--- src/sbtl_pkg.sv ---
`timescale 1ns / 1ps
// sbtl_pkg: request and status codes and the table entry type
// used by sbtl_mem, sbtl_ctrl and sorted_block_table_lookup_core; no dependencies
package sbtl_pkg;

	localparam int KEY_W = 32;
	localparam int OFF_W = 32;

	localparam logic [1:0] REQ_INSERT = 2'd0;
	localparam logic [1:0] REQ_LOOKUP = 2'd1;
	localparam logic [1:0] REQ_CLEAR  = 2'd2;

	localparam logic [1:0] ST_OK   = 2'd0;
	localparam logic [1:0] ST_MISS = 2'd1;
	localparam logic [1:0] ST_FULL = 2'd2;

	typedef struct packed {
		logic [KEY_W-1:0] key;
		logic [OFF_W-1:0] off;
	} entry_t;

endpackage

--- src/sbtl_ctrl.sv ---
`timescale 1ns / 1ps
// sbtl_ctrl: request sequencer for search, shift-up insert and clear
// depends on sbtl_pkg; drives the ports of sbtl_mem
module sbtl_ctrl #(
	parameter int DEPTH = 256,
	parameter int AW    = 8
) (
	input  logic                      clk,
	input  logic                      arst_n,
	input  logic                      start,
	input  logic [1:0]                req_type,
	input  logic [sbtl_pkg::KEY_W-1:0] guest_addr,
	input  logic [sbtl_pkg::OFF_W-1:0] host_offset,
	output logic                      busy,
	output logic                      done,
	output logic [1:0]                status,
	output logic [sbtl_pkg::OFF_W-1:0] found_offset,
	output logic                      rd_en,
	output logic [AW-1:0]             rd_addr,
	input  sbtl_pkg::entry_t          rd_data,
	output logic                      wr_en,
	output logic [AW-1:0]             wr_addr,
	output sbtl_pkg::entry_t          wr_data
);
	import sbtl_pkg::*;

	localparam logic [2:0] S_IDLE  = 3'd0;
	localparam logic [2:0] S_LOOK  = 3'd1;
	localparam logic [2:0] S_FIND  = 3'd2;
	localparam logic [2:0] S_SHIFT = 3'd3;
	localparam logic [2:0] S_PUT   = 3'd4;

	localparam logic [AW:0] DEPTH_W = (AW+1)'(DEPTH);

	logic [2:0]       state_q;
	logic [AW-1:0]    count_q;
	logic [AW-1:0]    left_q;
	logic [AW-1:0]    rp1_q;
	logic [AW-1:0]    mid_q;
	logic [AW-1:0]    sh_q;
	logic [KEY_W-1:0] key_q;
	logic [OFF_W-1:0] off_q;
	logic             done_q;
	logic [1:0]       status_q;
	logic [OFF_W-1:0] found_q;

	logic          accept;
	logic          full;
	logic          eq;
	logic          gt;
	logic [AW-1:0] nl;
	logic [AW-1:0] nr;
	logic          cont;
	logic [AW-1:0] base_l;
	logic [AW-1:0] base_r;
	logic          is_look;
	logic [AW:0]   mid_sum;
	logic [AW-1:0] mid_w;

	assign accept = start && (state_q == S_IDLE);
	assign full   = (({1'b0, count_q} + (AW+1)'(1)) >= DEPTH_W);

	// the same key compares serve both the exact search and the lower-bound search
	assign eq   = (rd_data.key == key_q);
	assign gt   = (key_q > rd_data.key);
	assign nl   = gt ? (mid_q + AW'(1)) : left_q;
	assign nr   = gt ? rp1_q : mid_q;
	assign cont = (nl < nr);

	always_comb begin
		if (state_q == S_IDLE) begin
			base_l  = '0;
			base_r  = count_q;
			is_look = (req_type == REQ_LOOKUP);
		end else begin
			base_l  = nl;
			base_r  = nr;
			is_look = (state_q == S_LOOK);
		end
		// lookup midpoint is (left+right)/2 with right held as right+1
		mid_sum = {1'b0, base_l} + {1'b0, base_r} - (is_look ? (AW+1)'(1) : '0);
		mid_w   = mid_sum[AW:1];
	end

	always_comb begin
		rd_en   = 1'b0;
		rd_addr = mid_w;
		wr_en   = 1'b0;
		wr_addr = left_q;
		wr_data = '{key: key_q, off: off_q};
		case (state_q)
			S_IDLE: begin
				if (accept && (count_q != '0)) begin
					if (req_type == REQ_LOOKUP || (req_type == REQ_INSERT && !full)) begin
						rd_en = 1'b1;
					end
				end
			end
			S_LOOK: begin
				rd_en = !eq && cont;
			end
			S_FIND: begin
				if (cont) begin
					rd_en = 1'b1;
				end else if (nl != count_q) begin
					rd_en   = 1'b1;
					rd_addr = count_q - AW'(1);
				end
			end
			S_SHIFT: begin
				wr_en   = 1'b1;
				wr_addr = sh_q + AW'(1);
				wr_data = rd_data;
				if (sh_q != left_q) begin
					rd_en   = 1'b1;
					rd_addr = sh_q - AW'(1);
				end
			end
			S_PUT: begin
				wr_en = 1'b1;
			end
			default: begin
				rd_en = 1'b0;
			end
		endcase
	end

	always_ff @(posedge clk or negedge arst_n) begin
		if (!arst_n) begin
			state_q <= S_IDLE;
			count_q <= '0;
			done_q  <= 1'b0;
		end else begin
			done_q <= 1'b0;
			case (state_q)
				S_IDLE: begin
					if (accept) begin
						if (req_type == REQ_LOOKUP) begin
							if (count_q == '0) begin
								done_q <= 1'b1;
							end else begin
								state_q <= S_LOOK;
							end
						end else if (req_type == REQ_INSERT) begin
							if (full) begin
								done_q <= 1'b1;
							end else if (count_q == '0) begin
								state_q <= S_PUT;
							end else begin
								state_q <= S_FIND;
							end
						end else begin
							if (req_type == REQ_CLEAR) begin
								count_q <= '0;
							end
							done_q <= 1'b1;
						end
					end
				end
				S_LOOK: begin
					if (eq || !cont) begin
						done_q  <= 1'b1;
						state_q <= S_IDLE;
					end
				end
				S_FIND: begin
					if (!cont) begin
						state_q <= (nl == count_q) ? S_PUT : S_SHIFT;
					end
				end
				S_SHIFT: begin
					if (sh_q == left_q) begin
						state_q <= S_PUT;
					end
				end
				S_PUT: begin
					count_q <= count_q + AW'(1);
					done_q  <= 1'b1;
					state_q <= S_IDLE;
				end
				default: begin
					state_q <= S_IDLE;
				end
			endcase
		end
	end

	// search bounds, pointers and result payload
	always_ff @(posedge clk) begin
		case (state_q)
			S_IDLE: begin
				key_q    <= guest_addr;
				off_q    <= host_offset;
				left_q   <= '0;
				rp1_q    <= count_q;
				mid_q    <= mid_w;
				found_q  <= '0;
				status_q <= ST_OK;
				if (req_type == REQ_LOOKUP) begin
					status_q <= ST_MISS;
				end else if (req_type == REQ_INSERT && full) begin
					status_q <= ST_FULL;
				end
			end
			S_LOOK: begin
				if (eq) begin
					status_q <= ST_OK;
					found_q  <= rd_data.off;
				end
				left_q <= nl;
				rp1_q  <= nr;
				mid_q  <= mid_w;
			end
			S_FIND: begin
				left_q <= nl;
				rp1_q  <= nr;
				mid_q  <= mid_w;
				sh_q   <= count_q - AW'(1);
			end
			S_SHIFT: begin
				sh_q <= sh_q - AW'(1);
			end
			default: begin
				sh_q <= sh_q;
			end
		endcase
	end

	assign busy         = (state_q != S_IDLE);
	assign done         = done_q;
	assign status       = status_q;
	assign found_offset = found_q;

	// shift-up reads run two entries below the write, never on the same entry
	a_no_rw_clash: assert property (@(posedge clk) disable iff (!arst_n)
		(rd_en && wr_en) |-> (rd_addr != wr_addr))
		else $error("read and write hit the same entry");

	a_count_bound: assert property (@(posedge clk) disable iff (!arst_n)
		({1'b0, count_q} < DEPTH_W))
		else $error("entry count past table capacity");

	a_shift_range: assert property (@(posedge clk) disable iff (!arst_n)
		(state_q == S_SHIFT) |-> ((sh_q >= left_q) && (sh_q < count_q)))
		else $error("shift pointer outside the moved range");

	a_put_result: assert property (@(posedge clk) disable iff (!arst_n)
		(state_q == S_PUT) |=> (done_q && (status_q == ST_OK)
		&& (count_q == $past(count_q) + AW'(1))))
		else $error("insert did not complete with ok");

	a_done_idle: assert property (@(posedge clk) disable iff (!arst_n)
		done_q |-> (state_q == S_IDLE))
		else $error("result strobe while still working");

endmodule

--- config.mk ---
export PLATFORM = sky130hd
export DESIGN_NAME = sbtl_ctrl
export DESIGN_NICKNAME = d
export VERILOG_FILES = /design/src/sbtl_pkg.sv /design/src/sbtl_ctrl.sv
export SDC_FILE = /design/constraint.sdc
export NUM_CORES = 1
export LEC_CHECK = 0
export ABC_AREA = 1
export BUFFER_PORTS_ARGS = -buffer_cell sky130_fd_sc_hd__buf_4
export CORE_MARGIN = 8
export CORE_UTILIZATION = 44
export CTS_CLUSTER_SIZE = 30
export DETAILED_ROUTE_END_ITERATION = 16
export PLACE_DENSITY = 0.69
export SYNTH_ARGS = -nofsm -noshare
export SYNTH_HDL_FRONTEND = slang
export SYNTH_SLANG_ARGS = --single-unit
export TNS_END_PERCENT = 1
--- constraint.sdc ---
create_clock -name clk -period 9.8 [get_ports clk]
set_clock_uncertainty 0.05 [all_clocks]
set_input_delay 0.98 -clock clk [delete_from_list [all_inputs] [get_ports clk]]
set_output_delay 0.98 -clock clk [all_outputs]
set_load 0.02 [all_outputs]
## Word level (Yosys, flattened, before mapping)

Index checks and enable logic that the tools add are counted.

| operators by class | value |
|---|---|
| $add $sub $neg | 8 |
| multipliers | 0 |
| div/mod/pow operators | 0 |
| magnitude comparators | 3 |
| equal/unequal tests | 22 |
| shifts and indexed selects | 0 |
| muxes and demuxes | 51 |
| bitwise gates (word level) | 0 |
| reduce and logical (&&, ||, !) cells | 25 |

Operator list:

| operator | count |
|---|---|
| 8-bit 2-to-1 mux | 12 |
| 8-bit case mux with 2 select lines | 5 |
| 64-bit 2-to-1 mux | 1 |
| 32-bit case mux with 2 select lines | 1 |
| 32-bit equality test | 1 |
| 32-bit greater-than comparator | 1 |
| 32-bit 2-to-1 mux | 1 |
| 3-bit 2-to-1 mux | 10 |
| 8-bit by 1-bit adder with 8-bit output, second input constant | 3 |
| 8-bit equality test | 2 |
| 8-bit != test | 2 |
| 8-bit by 1-bit subtractor with 8-bit output, second input constant | 2 |
| 1-bit 2-to-1 mux | 14 |
| 2-bit != test, second input constant | 6 |
| 3-bit case mux with 4 select lines | 1 |
| 8-bit by 1-bit adder with 9-bit output, second input constant | 1 |
| 8-bit by 8-bit adder with 9-bit output | 1 |
| 9-bit >= comparator, second input constant | 1 |
| 9-bit by 1-bit subtractor with 9-bit output | 1 |
| 8-bit zero test | 1 |
| 8-bit < comparator | 1 |
| 2-bit nonzero test | 4 |
| 8-bit nonzero test | 1 |
| 7-bit AND reduction | 1 |
| 23 further kinds | 35 |

| storage, ports and cells | value |
|---|---|
| bits in registers | 142 |
| latch bits | 0 |
| RAM bits | 0 |
| ROM bits | 0 |
| input bits | 133 |
| output and inout bits | 118 |
| logic and storage cells | 120 |
| memories kept | 0 |

## Depth between registers and ports, before layout

| logic depth | value |
|---|---|
| depth in word-level cells | 8 |
| mapped depth | 35 |
| gate-level depth less buffers | 33 |

## Worst setup path before layout

Ideal clock, no wire load.

| timing path | value |
|---|---|
| kind | register -> output |
| start point | reg state_q[1] |
| end point | out rd_addr[7] |
| arrival time | 7.024 ns |
| required time | 8.770 ns |
| path slack | 1.746 ns |
| stages on the path, launching flop included | 23 |
| path buffers | 1 |
| cells stage by stage | dfrtp_1 -> nor2_1 -> inv_1 -> nor2_1 -> clkinv_1 -> clkbuf_1 -> nand2_1 -> o21ai_0 -> ha_1 -> inv_1 -> fa_1 -> a21oi_1 -> o21bai_1 -> a21oi_1 -> o21bai_1 -> a21oi_1 -> o21bai_1 -> xnor2_1 -> nand3_1 -> nand2_1 -> nand2_1 -> nand3_1 -> nand3_1 |

| on the way | value |
|---|---|
| word-level cells in the longest chain between the ends | 7 |
| elaborated cells on any way between the ends | 14 |
| classes of those cells | add/sub: 2; eq/ne: 3; mux: 8; reduce/logical: 1 |

Ends and longest elaborated chain:

| item | RTL line | source |
|---|---|---|
| start: declaration | sbtl_ctrl.sv:35 | `logic [2:0] state_q;` |
| start signal: assignment | sbtl_ctrl.sv:168 | `state_q <= (nl == count_q) ? S_PUT : S_SHIFT;` |
| 3-bit zero test / 3-bit by 1-bit equality test with 1-bit output (equally long branches) | sbtl_ctrl.sv:71, sbtl_ctrl.sv:78 |  |
| 8-bit 2-to-1 mux / 1-bit 2-to-1 mux (equally long branches) | sbtl_ctrl.sv:71 | `if (state_q == S_IDLE) begin` |
| 8-bit by 8-bit adder with 9-bit output / 1-bit 2-to-1 mux (equally long branches) | sbtl_ctrl.sv:81 | `mid_sum = {1'b0, base_l} + {1'b0, base_r} - (is_look ? (AW+1)'(1) : '0);` |
| 9-bit by 1-bit subtractor with 9-bit output | sbtl_ctrl.sv:81 |  |
| 8-bit 2-to-1 mux | sbtl_ctrl.sv:105 | `end else if (nl != count_q) begin` |
| 8-bit 2-to-1 mux | sbtl_ctrl.sv:103 | `if (cont) begin` |
| 8-bit case mux with 2 select lines * | sbtl_ctrl.sv:91 | `case (state_q)` |
| end: declaration | sbtl_ctrl.sv:19 | `output logic [AW-1:0] rd_addr,` |

Mark *: on every way between the ends. The rest lies on a longest branch, timed or not.

## Final worst setup path

| timing path | value |
|---|---|
| start point | in rd_data[37] in the netlist's numbering |
| end point | out rd_addr[7] |

| on the way | value |
|---|---|
| word-level cells in the longest chain between the ends | 8 |
| elaborated cells on any way between the ends | 13 |
| classes of those cells | add/sub: 2; order compare: 2; eq/ne: 1; mux: 8 |

Ends and longest elaborated chain:

| item | RTL line | source |
|---|---|---|
| start: declaration | sbtl_ctrl.sv:20 | `input sbtl_pkg::entry_t rd_data,` |
| 32-bit greater-than comparator * | sbtl_ctrl.sv:65 | `assign gt = (key_q > rd_data.key);` |
| 8-bit 2-to-1 mux (on tied branches) | sbtl_ctrl.sv:66, sbtl_ctrl.sv:67 |  |
| 8-bit 2-to-1 mux | sbtl_ctrl.sv:71 |  |
| 8-bit by 8-bit adder with 9-bit output | sbtl_ctrl.sv:81 |  |
| 9-bit by 1-bit subtractor with 9-bit output | sbtl_ctrl.sv:81 |  |
| 8-bit 2-to-1 mux | sbtl_ctrl.sv:105 |  |
| 8-bit 2-to-1 mux | sbtl_ctrl.sv:103 |  |
| 8-bit case mux with 2 select lines * | sbtl_ctrl.sv:91 |  |

Marks and branches as above.

==> flow_metrics.tcl <==
set metrics [dict create \
    grt.overflow.total 0 \
    start_util_pct 45.0 \
    synthCells 1027 \
    antennaDiodeCount 0 \
    grt_pass1_wl_um 40600 \
    synthFlopType "edfxtp_1" \
    p_clk_share_pct 43.5 \
    ctsRootBufferMaster "clkbuf_16" \
    power_density_nw_per_um2 129 \
    rows 51 \
    finalNonFillerCells 1548 \
    rsz0062_at_grt "false" \
    htreeDepth 4 \
    antenna_found_initial 0 \
    status "completed" \
    p_sw_share_pct 24.7 \
    worstPathRequired_ns 8.77 \
    gp_congestion 0.951 \
    mappedNetlistNets 1221 \
    synthArstFlopShare_pct 8.45 \
    yosysUniqueCellTypes 45 \
    wirelength_um 26900 \
    grt_use_total_pct 21.4 \
    fmaxAchievable_ghz 0.160 \
    cpMaxStageDelayCell "fa_1" \
    place_hpwl_um 20900 \
    cpPeakStageDelay_ns 0.44 \
    pwr-share-seq_pct 44.4 \
    dr.pass1.iters 5 \
    vias 7677 \
    placed_area_um2 11000 \
    drt_iter0_drc 716 \
    portBuffers 250 \
    setup_tns_ns 0 \
    core_um2 19600 \
    fin_crit_sh_pct 63.8 \
    final-max-slew-violation-count 0 \
    hold_viol_final 0 \
    n_fill_cell 1724 \
    seq_area_frac_synth_pct 47.7 \
    cts_resized 0 \
    drv_cap 0 \
    min_period_ns 6.26 \
    post_cts_buffers 0 \
    vias_per_cell 4.96 \
    cp_common_cell "nand2_1" \
    wire_per_inst_um 17.4 \
    min_path_type "in2async" \
    finalSetupViolCount 0 \
    die_width_um 158 \
    cp-start-kind "primary input" \
    die_h_um 158 \
    internal-power_mw 1.12 \
    synth_area_um2 8820 \
    postCtsHoldBufs 0 \
    layout-drive-gt1-share_pct 25.4 \
    regArea_um2 4200 \
    setup.worst_path.end_class "primary output" \
    multi_input_area_um2 3860 \
    cts_buffers 17 \
    syn_area_per_cell_um2 8.59 \
    num_io_pins 251 \
    clk_pin_slew_ns 0.06 \
    crit_fanout 23 \
    drtAntennaViolNets 0 \
    crit_arrival_ns 5.23 \
    synth_warnings 0 \
    ir_worst_vdd_mv 0.120 \
    power.leakage_nw 5.47 \
    grt_pass1_vias 7303 \
    clkSinkCount 142 \
    fp.dieArea_um2 24800 \
    cts_tree "yes" \
    worstSetupPathType "in2out" \
    post-route-util_pct 59.0 \
    drc_errors 0 \
    power_frac_comb_pct 12.1 \
    synth-seq-cells 142 \
    post-place-ws_ns 3.54 \
    clk_latency_ns 0.42 \
    design_area_um2 11500 \
    finalNetCount 1464 \
    setup_slack_ns 3.54 \
    grt_max_degree 79 \
    area_growth_pct 31.0 \
    synth_edf_count 130 \
    power.switching_mw 0.368 \
    relSlewSlack_pct 35.2 \
    dp_cells 1516 \
    worst_slew_pin_slew_ns 0.972 \
    clockBufferDepth 2 \
]
layout make-up:
type | instances | share of cell area (%)
clock inverters | 13 | 1.32
clock buffers | 19 | 3.75
flip-flops and latches | 142 | 36.4
inverters | 170 | 5.56
well taps | 265 | 2.87
multi-input cells | 682 | 33.4
repair buffers | 257 | 16.7
power groups by stage:
stage          Combinational (mW)  Sequential [mW]  Clock, mW
2_1_floorplan              0.0946            0.672          0
3_3_place_gp                0.176            0.674          0
3_5_place_dp                0.180            0.674          0
4_1_cts                     0.181            0.661      0.658
5_1_grt                     0.198            0.661      0.682
6_report                    0.180            0.661      0.648
cell usage in the layout (no fill, tap or decap), drive strengths merged, types with 15 or more instances in the layout:
| cell type | netlist | layout |
|---|---|---|
| nand2 | 262 | 262 |
| a21oi | 32 | 32 |
| o21ai | 112 | 112 |
| nor2 | 91 | 91 |
| clkbuf | 29 | 19 |
| edfxtp | 130 | 130 |
| buf | 4 | 257 |
| nand3 | 29 | 29 |
| inv | 167 | 171 |
| xor2 | 26 | 26 |
| ha | 60 | 60 |
| nor3 | 15 | 15 |
final timing paths:
path / startpoint / end / slack [ns] / cells after the start
setup / recovery: rd_data[37] / rd_addr[7] / 3.54 / 31
hold / removal: arst_n / state_q[2] / 0.34 / 1
setup reg to reg: key_q[31] / mid_q[7] / 5.36 / 21
hold reg to reg: count_q[7] / count_q[7] / 0.63 / 2
max in group asynchronous: arst_n / count_q[0] / 9.21 / 1
min in group clk: count_q[7] / count_q[7] / 0.63 / 2
per-layer routing:
metal	wire (um)	part of all wire, %	global-route usage [%]
met5	0	0	0
met4	548	2.0	6.53
met3	2030	7.5	4.96
met2	13300	49	36.5
met1	11100	41	26.3
flip-flops by register name, indices dropped and copies added, names as in the netlist:
| name | flops |
|---|---|
| found_offset | 32 |
| key_q | 32 |
| off_q | 32 |
| count_q | 8 |
| left_q | 8 |
| mid_q | 8 |
| rp1_q | 8 |
| sh_q | 8 |
| state_q | 3 |
| status | 2 |
| done | 1 |
critical path, delay by kind of cell:
| family | cells | cell delay [ns] |
|---|---|---|
| AND/OR/NAND/NOR | 16 | 1.46 |
| adder cells (fa/ha/maj) | 3 | 1.05 |
| AO/OA/AOI/OAI | 8 | 1.02 |
| buffers and inverters | 3 | 0.36 |
| XOR/XNOR | 1 | 0.33 |
per-stage QoR:
stage / power [mW] / hold slack [ns]
3_3_place_gp: 0.850 / 0.612
6_report: 1.49 / 0.335
4_1_cts: 1.50 / 0.323
5_1_grt: 1.54 / 0.320
3_5_place_dp: 0.854 / 0.629
2_1_floorplan: 0.767 / 0.532
synthesized netlist by cell type (4+ instances only):
cell,number,area share [%]
o21ai_0,106,6.0
ha_1,60,8.5
nor2_1,85,3.6
o21ai_1,4,0.23
xnor2_1,5,0.50
nand3_1,28,1.6
inv_1,165,7.0
nor3_1,15,0.85
edfxtp_1,130,44
a21oi_1,31,1.8
nor2_2,4,0.28
xor2_1,25,2.5
nand4_1,11,0.78
o22ai_1,8,0.57
nand2_1,245,10
nand2_2,10,0.71
nand2_4,6,0.77
dfrtp_1,12,3.4
clkbuf_1,29,1.2
o21bai_1,6,0.51
mux2i_1,7,0.79
cell families (layout without fill, tap and decap cells):
group                    count (synthesis)  after routing  share of synthesized area [%]
buffers and inverters                  203            459                           8.84
AND/OR/NAND/NOR                        417            417                           20.4
XOR/XNOR                                31             31                           3.16
multiplexers                             7              7                          0.795
flip-flops                             142            142                           47.7
adder cells (fa/ha/maj)                 61             61                           8.74
AO/OA/AOI/OAI                          166            166                           10.4
(Power assumes the default switching activity.)
